[src/hw/rtl/stepper_trapezoid_ramp_defines.svh]
// Assertion macros shared by the stepper ramp RTL.
// Used by files that sample clk and rst; no other dependencies.
`ifndef STEPPER_TRAPEZOID_RAMP_DEFINES_SVH
`define STEPPER_TRAPEZOID_RAMP_DEFINES_SVH

// Consequent must hold in the same cycle as the antecedent.
`define STR_ASSERT_SAME(lbl, ante, cons, msg) \
  lbl: assert property (@(posedge clk) disable iff (rst) (ante) |-> (cons)) else $error(msg);

// Consequent must hold in the cycle after the antecedent.
`define STR_ASSERT_NEXT(lbl, ante, cons, msg) \
  lbl: assert property (@(posedge clk) disable iff (rst) (ante) |=> (cons)) else $error(msg);

`endif

[src/hw/rtl/str_pkg.sv]
// Shared types and constants for the stepper speed-ramp generator.
// Used by str_arith, stepper_trapezoid_ramp and the testbench; no dependencies.
package str_pkg;

  localparam int DW       = 40;  // dividend / product width of the serial unit
  localparam int VW       = 36;  // divisor / multiplier width of the serial unit
  localparam int MUL_BITS = 16;  // multiplier bits consumed by a multiply
  localparam int CNT_W    = 6;

  localparam logic [15:0] ONE_STEP_DELAY = 16'd1000;

  localparam logic [15:0] CRUISE_DELAY_RST = 16'd100;
  localparam logic [15:0] FIRST_DELAY_RST  = 16'd10000;
  localparam logic [23:0] SPEED_LIM_RST    = 24'd100;
  localparam logic [15:0] ACCEL_RST        = 16'd100;
  localparam logic [15:0] DECEL_RST        = 16'd100;

  localparam logic [2:0] REG_CRUISE_DELAY = 3'd0;
  localparam logic [2:0] REG_FIRST_DELAY  = 3'd1;
  localparam logic [2:0] REG_SPEED_LIM    = 3'd2;
  localparam logic [2:0] REG_ACCEL        = 3'd3;
  localparam logic [2:0] REG_DECEL        = 3'd4;

  typedef enum logic [1:0] {
    PH_STOP  = 2'd0,
    PH_ACCEL = 2'd1,
    PH_DECEL = 2'd2,
    PH_RUN   = 2'd3
  } phase_t;

  typedef enum logic [6:0] {
    S_IDLE = 7'b0000001,
    S_MUL1 = 7'b0000010,
    S_DIV1 = 7'b0000100,
    S_MUL2 = 7'b0001000,
    S_DIV2 = 7'b0010000,
    S_RAMP = 7'b0100000,
    S_OUT  = 7'b1000000
  } state_t;

  typedef struct packed {
    logic          start;
    logic          is_div;
    logic [DW-1:0] opa;
    logic [VW-1:0] opb;
  } arith_cmd_t;

  typedef struct packed {
    logic          busy;
    logic          done;
    logic [DW-1:0] res;
    logic [VW-1:0] rem;
  } arith_sts_t;

endpackage

[src/hw/rtl/str_arith.sv]
// Bit-serial unsigned multiplier and restoring divider, one bit per cycle.
// Depends on str_pkg.
module str_arith (
  input  logic                    clk,
  input  logic                    rst,
  input  str_pkg::arith_cmd_t     cmd,
  output str_pkg::arith_sts_t     sts
);

  logic                        busy;
  logic                        done;
  logic                        is_div;
  logic [str_pkg::CNT_W-1:0]   cnt;
  logic [str_pkg::DW-1:0]      a_sh;
  logic [str_pkg::VW-1:0]      b_sh;
  logic [str_pkg::DW-1:0]      acc;
  logic [str_pkg::VW-1:0]      rem;

  logic [str_pkg::VW:0]        shifted;
  logic [str_pkg::VW:0]        diff;
  logic                        qbit;

  assign shifted = {rem, a_sh[str_pkg::DW-1]};
  assign diff    = shifted - {1'b0, b_sh};
  assign qbit    = !diff[str_pkg::VW];

  always_ff @(posedge clk) begin
    if (rst) begin
      busy <= 1'b0;
      done <= 1'b0;
    end else begin
      done <= !cmd.start && busy && (cnt == str_pkg::CNT_W'(1));
      if (cmd.start) begin
        busy   <= 1'b1;
        is_div <= cmd.is_div;
        a_sh   <= cmd.opa;
        b_sh   <= cmd.opb;
        acc    <= '0;
        rem    <= '0;
        cnt    <= cmd.is_div ? str_pkg::CNT_W'(str_pkg::DW) : str_pkg::CNT_W'(str_pkg::MUL_BITS);
      end else if (busy) begin
        if (is_div) begin
          // Quotient bits shift in at the bottom as dividend bits leave the top.
          rem  <= qbit ? diff[str_pkg::VW-1:0] : shifted[str_pkg::VW-1:0];
          a_sh <= {a_sh[str_pkg::DW-2:0], qbit};
        end else begin
          if (b_sh[0]) begin
            acc <= acc + a_sh;
          end
          a_sh <= {a_sh[str_pkg::DW-2:0], 1'b0};
          b_sh <= {1'b0, b_sh[str_pkg::VW-1:1]};
        end
        cnt <= cnt - 1'b1;
        if (cnt == str_pkg::CNT_W'(1)) begin
          busy <= 1'b0;
        end
      end
    end
  end

  assign sts.busy = busy;
  assign sts.done = done;
  assign sts.res  = is_div ? a_sh : acc;
  assign sts.rem  = rem;

endmodule

[src/hw/rtl/stepper_trapezoid_ramp.sv]
// Trapezoidal stepper speed-ramp generator; uses str_pkg and str_arith.
// A start that plans a move runs two multiplies and two divides (MUL1, DIV1, MUL2, DIV2)
// before it posts its word; the input is ready again in the same cycle as the word is posted.
// A toggle that counts a step in phase ACCEL or DECEL runs one divide first; other items
// post directly. No new item is taken until the word posts; a stalled output delays it.
// Reset (rst, synchronous) loads register defaults and the STOP phase, idle.
`include "stepper_trapezoid_ramp_defines.svh"
module stepper_trapezoid_ramp (
  input  logic        clk,
  input  logic        rst,
  input  logic        s_tvalid,
  output logic        s_tready,
  input  logic [23:0] s_tdata,   // [23:0] move_steps
  input  logic        s_tuser,   // [0] operation
  output logic        m_tvalid,
  input  logic        m_tready,
  // [14:0] compare_offset, [15] direction, [16] moving, [48:17] position,
  // [80:49] pulse_total, [81] step_done, [87:82] zero
  output logic [87:0] m_tdata,
  input  logic        cfg_we,
  input  logic [2:0]  cfg_addr,
  input  logic [23:0] cfg_data
);

  logic [15:0] cruise_delay, first_delay, accel_rate, decel_rate;
  logic [23:0] speed_limit_steps;

  str_pkg::state_t   state;
  str_pkg::phase_t   ramp_phase;
  logic              dir_bit, active, toggle_half;
  logic [15:0]       cur_delay, last_ramp_delay;
  logic [31:0]       ramp_count, division_rest, decel_begin, decel_length;
  logic [31:0]       steps_taken, abs_position, pulse_counter;
  logic [23:0]       step_q, acc_lim_q;
  logic [14:0]       off_q;
  logic              use_now, done_q, num_neg, q_neg;

  str_pkg::arith_cmd_t ar_cmd;
  str_pkg::arith_sts_t ar_sts;

  str_arith u_arith (.clk(clk), .rst(rst), .cmd(ar_cmd), .sts(ar_sts));

  logic [15:0] a_eff, d_eff;
  logic [23:0] lim_eff, raw, step_mag;
  logic [31:0] rc_inc, dv_raw, dv;
  logic [35:0] num, den, num_mag, den_mag;
  logic        br1, dv_zero;
  logic [15:0] q_lo, nd;
  logic [31:0] r_lo;
  logic        plan_go, step_go, ramp_go;

  always_comb begin
    a_eff    = (accel_rate == 16'd0) ? 16'd1 : accel_rate;
    d_eff    = (decel_rate == 16'd0) ? 16'd1 : decel_rate;
    lim_eff  = (speed_limit_steps == 24'd0) ? 24'd1 : speed_limit_steps;
    raw      = s_tdata;
    step_mag = raw[23] ? (24'd0 - raw) : raw;
    rc_inc   = ramp_count + 32'd1;
    // Signed ramp division: num = 2*delay + rest, den = 4*(count + 1) + 1.
    num      = {19'd0, cur_delay, 1'b0} + {{4{division_rest[31]}}, division_rest};
    den      = {{2{rc_inc[31]}}, rc_inc, 2'b01};
    num_mag  = num[35] ? (36'd0 - num) : num;
    den_mag  = den[35] ? (36'd0 - den) : den;
    q_lo     = q_neg ? (16'd0 - ar_sts.res[15:0]) : ar_sts.res[15:0];
    r_lo     = num_neg ? (32'd0 - ar_sts.rem[31:0]) : ar_sts.rem[31:0];
    nd       = cur_delay - q_lo;
    br1      = acc_lim_q <= lim_eff;
    dv_raw   = br1 ? ({8'd0, acc_lim_q} - {8'd0, step_q}) : (32'd0 - ar_sts.res[31:0]);
    dv_zero  = br1 ? (acc_lim_q == step_q) : (ar_sts.res == '0);
    dv       = dv_zero ? 32'hFFFF_FFFF : dv_raw;
    // A start of two or more steps while inactive needs the planning arithmetic.
    plan_go  = !s_tuser && !active && (step_mag != 24'd0) && (step_mag != 24'd1);
    // The second toggle of a step counts it unless the phase is STOP.
    step_go  = s_tuser && active && toggle_half && (ramp_phase != str_pkg::PH_STOP);
    ramp_go  = step_go && (ramp_phase != str_pkg::PH_RUN);
  end

  assign s_tready = (state == str_pkg::S_IDLE);

  always_ff @(posedge clk) begin
    if (rst) begin
      cruise_delay      <= str_pkg::CRUISE_DELAY_RST;
      first_delay       <= str_pkg::FIRST_DELAY_RST;
      speed_limit_steps <= str_pkg::SPEED_LIM_RST;
      accel_rate        <= str_pkg::ACCEL_RST;
      decel_rate        <= str_pkg::DECEL_RST;
      state             <= str_pkg::S_IDLE;
      ramp_phase        <= str_pkg::PH_STOP;
      dir_bit           <= 1'b0;
      active            <= 1'b0;
      toggle_half       <= 1'b0;
      cur_delay         <= '0;
      ramp_count        <= '0;
      division_rest     <= '0;
      decel_begin       <= '0;
      decel_length      <= '0;
      steps_taken       <= '0;
      last_ramp_delay   <= '0;
      abs_position      <= '0;
      pulse_counter     <= '0;
      m_tvalid          <= 1'b0;
      ar_cmd.start      <= 1'b0;
    end else begin
      if (cfg_we) begin
        case (cfg_addr)
          str_pkg::REG_CRUISE_DELAY: cruise_delay      <= cfg_data[15:0];
          str_pkg::REG_FIRST_DELAY:  first_delay       <= cfg_data[15:0];
          str_pkg::REG_SPEED_LIM:    speed_limit_steps <= cfg_data;
          str_pkg::REG_ACCEL:        accel_rate        <= cfg_data[15:0];
          str_pkg::REG_DECEL:        decel_rate        <= cfg_data[15:0];
          default: ;
        endcase
      end
      if (m_tvalid && m_tready && (state != str_pkg::S_OUT)) begin
        m_tvalid <= 1'b0;
      end
      case (state)
        str_pkg::S_IDLE: begin
          ar_cmd.start <= s_tvalid && (plan_go || ramp_go);
          if (s_tvalid) begin
            off_q   <= cur_delay[15:1];
            use_now <= !s_tuser;
            done_q  <= step_go;
            if (plan_go) begin
              state <= str_pkg::S_MUL1;
            end else if (ramp_go) begin
              state <= str_pkg::S_RAMP;
            end else begin
              state <= str_pkg::S_OUT;
            end
            if (!s_tuser) begin
              if (!active) begin
                dir_bit <= raw[23];
                active  <= 1'b1;
                if (step_mag == 24'd1) begin
                  ramp_count <= 32'hFFFF_FFFF;
                  ramp_phase <= str_pkg::PH_DECEL;
                  cur_delay  <= str_pkg::ONE_STEP_DELAY;
                end else if (step_mag != 24'd0) begin
                  step_q        <= step_mag;
                  ar_cmd.is_div <= 1'b0;
                  ar_cmd.opa    <= {16'd0, step_mag};
                  ar_cmd.opb    <= {20'd0, d_eff};
                end
              end
            end else if (active) begin
              toggle_half <= !toggle_half;
              if (toggle_half) begin
                if (ramp_phase == str_pkg::PH_STOP) begin
                  steps_taken   <= '0;
                  division_rest <= '0;
                  active        <= 1'b0;
                  cur_delay     <= '0;
                end else begin
                  pulse_counter <= pulse_counter + 32'd1;
                  steps_taken   <= steps_taken + 32'd1;
                  abs_position  <= dir_bit ? abs_position - 32'd1 : abs_position + 32'd1;
                  if (ramp_phase == str_pkg::PH_RUN) begin
                    if (steps_taken + 32'd1 >= decel_begin) begin
                      ramp_count <= decel_length;
                      cur_delay  <= last_ramp_delay;
                      ramp_phase <= str_pkg::PH_DECEL;
                    end else begin
                      cur_delay <= cruise_delay;
                    end
                  end else begin
                    ramp_count    <= rc_inc;
                    num_neg       <= num[35];
                    q_neg         <= num[35] ^ den[35];
                    ar_cmd.is_div <= 1'b1;
                    ar_cmd.opa    <= {4'd0, num_mag};
                    ar_cmd.opb    <= den_mag;
                  end
                end
              end
            end
          end
        end
        str_pkg::S_MUL1: begin
          ar_cmd.start <= ar_sts.done;
          if (ar_sts.done) begin
            ar_cmd.is_div <= 1'b1;
            ar_cmd.opa    <= ar_sts.res;
            ar_cmd.opb    <= {19'd0, {1'b0, a_eff} + {1'b0, d_eff}};
            state         <= str_pkg::S_DIV1;
          end
        end
        str_pkg::S_DIV1: begin
          ar_cmd.start <= ar_sts.done;
          if (ar_sts.done) begin
            acc_lim_q     <= (ar_sts.res[23:0] == 24'd0) ? 24'd1 : ar_sts.res[23:0];
            ar_cmd.is_div <= 1'b0;
            ar_cmd.opa    <= {16'd0, lim_eff};
            ar_cmd.opb    <= {20'd0, a_eff};
            state         <= str_pkg::S_MUL2;
          end
        end
        str_pkg::S_MUL2: begin
          ar_cmd.start <= ar_sts.done;
          if (ar_sts.done) begin
            ar_cmd.is_div <= 1'b1;
            ar_cmd.opa    <= ar_sts.res;
            ar_cmd.opb    <= {20'd0, d_eff};
            state         <= str_pkg::S_DIV2;
          end
        end
        str_pkg::S_DIV2: begin
          ar_cmd.start <= 1'b0;
          if (ar_sts.done) begin
            decel_length <= dv;
            decel_begin  <= {8'd0, step_q} + dv;
            ramp_count   <= '0;
            if (first_delay <= cruise_delay) begin
              cur_delay  <= cruise_delay;
              ramp_phase <= str_pkg::PH_RUN;
            end else begin
              cur_delay  <= first_delay;
              ramp_phase <= str_pkg::PH_ACCEL;
            end
            state <= str_pkg::S_OUT;
          end
        end
        str_pkg::S_RAMP: begin
          ar_cmd.start <= 1'b0;
          if (ar_sts.done) begin
            if (ramp_phase == str_pkg::PH_ACCEL) begin
              if (steps_taken >= decel_begin) begin
                cur_delay     <= nd;
                division_rest <= r_lo;
                ramp_count    <= decel_length;
                ramp_phase    <= str_pkg::PH_DECEL;
              end else if (nd <= cruise_delay) begin
                last_ramp_delay <= nd;
                cur_delay       <= cruise_delay;
                division_rest   <= '0;
                ramp_phase      <= str_pkg::PH_RUN;
              end else begin
                cur_delay     <= nd;
                division_rest <= r_lo;
              end
            end else begin
              cur_delay     <= nd;
              division_rest <= r_lo;
              if (!ramp_count[31]) begin
                ramp_phase <= str_pkg::PH_STOP;
              end
            end
            state <= str_pkg::S_OUT;
          end
        end
        str_pkg::S_OUT: begin
          ar_cmd.start <= 1'b0;
          // Wait for the output register to be free, then post the word.
          if (!m_tvalid || m_tready) begin
            m_tvalid <= 1'b1;
            m_tdata  <= {6'd0, done_q, pulse_counter, abs_position, active, dir_bit,
                         (use_now ? cur_delay[15:1] : off_q)};
            state    <= str_pkg::S_IDLE;
          end
        end
        default: begin
          ar_cmd.start <= 1'b0;
          state        <= str_pkg::S_IDLE;
        end
      endcase
    end
  end

  `STR_ASSERT_SAME(a_state_onehot, 1'b1, $onehot(state), "state not one-hot")
  `STR_ASSERT_NEXT(a_accept_leaves_idle, s_tvalid && s_tready,
                   state != str_pkg::S_IDLE, "accepted word left block idle")
  `STR_ASSERT_SAME(a_done_in_arith, ar_sts.done,
                   state != str_pkg::S_IDLE && state != str_pkg::S_OUT,
                   "serial unit finished outside an arithmetic state")
  `STR_ASSERT_SAME(a_step_while_moving, m_tvalid && m_tdata[81], m_tdata[16],
                   "step reported while not moving")
  `STR_ASSERT_SAME(a_idle_half_clear, !active, !toggle_half, "toggle phase set while idle")

endmodule

[config.mk]
export PLATFORM = sky130hd
export DESIGN_NAME = stepper_trapezoid_ramp
export DESIGN_NICKNAME = d
export VERILOG_FILES = /design/src/hw/rtl/str_pkg.sv /design/src/hw/rtl/str_arith.sv /design/src/hw/rtl/stepper_trapezoid_ramp.sv
export VERILOG_INCLUDE_DIRS = /design/src /design/src/hw/rtl
export SDC_FILE = /design/constraint.sdc
export NUM_CORES = 2
export LEC_CHECK = 0
export ABC_AREA = 1
export BUFFER_PORTS_ARGS = -buffer_cell sky130_fd_sc_hd__buf_4
export CAP_MARGIN = 20
export CORE_MARGIN = 3
export CORE_UTILIZATION = 45
export DETAILED_ROUTE_END_ITERATION = 8
export GPL_TIMING_DRIVEN = 1
export HOLD_SLACK_MARGIN = 0.12
export PLACE_DENSITY = 0.65
export SYNTH_ARGS = -nofsm -noshare
export SYNTH_HDL_FRONTEND = slang
export SYNTH_SLANG_ARGS = --single-unit
[constraint.sdc]
create_clock -name clk -period 12.2 [get_ports clk]
set_input_delay 0.61 -clock clk [delete_from_list [all_inputs] [get_ports clk]]
set_output_delay 0.61 -clock clk [all_outputs]
set_load 0.005 [all_outputs]
==> run summary <==
PD cells -> 149 nW/um2
CTS tree -> built
Final setup violation count -> 0
Worst-Margin Slew -> 1.13 ns
Drt wl/cell -> 20.2 um
Peak supply drop -> 101 uV
Slew Viols, Final -> 0
Clock skew -> 0.0349 ns
Synth Instances -> 6966
Max layer used -> met5
Dpl cells -> 8400
Sink Count -> 739
Post-CTS Setup Repair Bufs -> 0
DR pass1 iterations -> 6
Fin nets -> 7396
Crit path kind -> reg2reg
Seq cells post-synth -> 739
H-tree levels -> 3
Critical path endpoint category -> flip-flop
Min cycle time layout -> 6.73 ns
Status -> finished, final reports clean
Async SR Flop Fraction -> 0%
Global Route Usage Sum -> 28.8%
Peak Freq -> 149 MHz
# DRC -> 0
RD Place Congestion -> 0.960
Mapped Avg Cell Area -> 7.27 um2
Most common cell after layout, fill and taps aside -> nand2_1
Core box area -> 111000 um2
Tcrit/Tclk final -> 55.2%
Die footprint -> 117000 um2
Flop2flop setup slack -> 5.47 ns
Crit path top cell by count -> nand2_1
P&R area growth vs syn -> 10.4%
Worst setup margin -> 5.47 ns
Share of cells above drive strength 1 -> 7.17%
RR Startpoint -> u_arith.is_div
First-pass GRT wire length -> 261 mm
Yosys cell types -> 79
Cts bufs inserted -> 87
Dpl ws -> 5.06 ns
Layout filler cell count -> 11000
RSZ-0062 raised after global routing -> false
ANT nets after route -> 0
Hold Vio Cnt, Final -> 0
Crit Path Max Fanout -> 66
CTS clk-pin slew, worst paths -> 0.06 ns
Die Height -> 342 um
Row cnt -> 122
Critical Path RT -> 12.81 ns
HP Start -> cfg_data[22]
Worst hold-check path type -> in2reg
Crit start category -> flip-flop
Top-Level Pins -> 147
Met1 WL -> 77.7 mm
Cell Count, Final, Fillers Out -> 8568
Total global routing overflow -> 0
Clock Tree Buf Depth -> 3
Worst-Skew Late Latency -> 0.69 ns
Worst path top cell family by delay -> simple AND/OR/NAND/NOR gates
Post-synth EDFFs -> 379
CTS Root Cell -> clkbuf_16
Hold Path Sink -> speed_limit_steps[22]
Yosys warning count -> 0
Post-synthesis cell area -> 50700 um2
Total negative slack -> 0 ns
Critical Path AT -> 7.34 ns
Worst hold stages -> 3
Leakage -> 0.0245 uW
Vias in the first global route -> 43700
R2R depth -> 30
DR iter-0 viols -> 4611
Met2 wire length -> 73.9 mm
Sequential fraction of the synthesis area -> 36.7%
CP Buf/Inv Count -> 5
Initial core utilization -> 45.5%
# hold bufs at CTS -> 0
FF-to-FF End -> division_rest[12]
Port bufs -> 140
Slowest-stage cell, CP -> inv_2
Met3 Wirelength -> 14.3 mm
Largest net degree at the start of global routing -> 91
Hpwl dp -> 133 mm
Final wirelength -> 173 mm
Via count -> 47700
Post-CTS Resized -> 0
Worst relative slew slack -> 24.1%
Commonest cells after routing, fill and taps aside -> nand2_1 (1486), inv_1 (928), a21oi_1 (669)
Max_cap viols -> 0
Vias per inst -> 5.57
Top FF cell, synth -> edfxtp_1
Die X -> 342 um
Max incr delay on CP -> 0.58 ns
Initial antenna violation count -> 6
## logic make-up (layout without fill, tap and decap cells)
group	after synthesis	count (layout)	share of synthesized area (%)
AO/OA/AOI/OAI	1617	1617	17.4
other	1	10	0.00740
buffers and inverters	1202	1307	9.20
flip-flops	739	739	36.7
XOR/XNOR	237	237	4.13
adder cells (fa/ha/maj)	337	337	8.44
AND/OR/NAND/NOR	2833	2833	24.1
## tightest hold or removal path: stages
cell and delay [ns]:
buf_4 0.07, o21ai_0 0.07, a21oi_1 0.11
## per-layer routing
metal | track usage (%) | vias to the layer above
met5 | 0 | -
met2 | 43.5 | 1881
met3 | 4.14 | 304
li1 | - | 23400
met1 | 41.3 | 22200
met4 | 11.7 | 4
## cell type report
| class | count | area [um2] | area share (%) |
|---|---|---|---|
| Multi-Input combinational cell | 5030 | 27500 | 49.2 |
| Sequential cell | 739 | 18600 | 33.2 |
| Inverter | 955 | 3590 | 6.43 |
| Clock buffer | 118 | 2550 | 4.56 |
| Tap cell | 1488 | 1860 | 3.33 |
| Timing Repair Buffer | 189 | 1450 | 2.59 |
| Clock inverter | 45 | 370 | 0.662 |
| Antenna cell | 4 | 10.0 | 0.0179 |
## worst max path at each step
| stage | from | end | slack [ns] | depth (start not counted) |
|---|---|---|---|---|
| floorplan | rst | m_tdata[0] | 4.96 | 3 |
| global placement | u_arith.is_div | division_rest[1] | 5.10 | 29 |
| detailed placement | u_arith.is_div | division_rest[1] | 5.06 | 29 |
| CTS | u_arith.is_div | division_rest[2] | 5.01 | 29 |
| global route | u_arith.is_div | division_rest[12] | 4.68 | 32 |
| finish | u_arith.is_div | division_rest[12] | 5.47 | 30 |
## power breakdown
| group | switching [uW] | internal (uW) |
|---|---|---|
| Clock | 1150 | 1530 |
| Sequential | 227 | 2860 |
| Combinational | 1810 | 762 |
| Total | 3180 | 5150 |
## synthesized netlist by cell type (all sizes together) (24+ instances only)
cell | n | area [um2]
ha | 329 | 4120
xnor2 | 70 | 613
nand3b | 24 | 218
nor3 | 124 | 713
inv | 949 | 3560
o211ai | 70 | 526
nor4 | 39 | 265
dfxtp | 360 | 7210
nand2 | 1514 | 5780
clkbuf | 182 | 683
buf | 65 | 388
o21ai | 668 | 3350
xor2 | 167 | 1480
edfxtp | 379 | 11400
or2 | 28 | 178
nand4 | 84 | 544
a31oi | 36 | 240
nor2 | 692 | 2740
nand3 | 310 | 1650
a21oi | 670 | 3350
## stage by stage
step | util (%) | hold WS, ns | power, uW | area (um2)
after floorplan | - | 0.400 | 4770 | 50700
after global placement | 47.6 | 0.406 | 5620 | 53000
after detailed placement | 47.6 | 0.413 | 5650 | 53000
after CTS | 50.2 | 0.187 | 8320 | 55900
after global routing | 50.3 | 0.230 | 8740 | 55900
final | 50.3 | 0.224 | 8330 | 55900
## flip-flops by register name (all words and copies together), names as in the netlist, 32 cells and up
register,cells
steps_taken,32
abs_position,32
decel_begin,32
ar_cmd,75
decel_length,32
pulse_counter,32
m_tdata,82
u_arith.b_sh,33
ramp_count,32
u_arith.rem,36
u_arith.acc,40
u_arith.a_sh,40
division_rest,32
No activity file was read; power rests on OpenSTA's default activity.
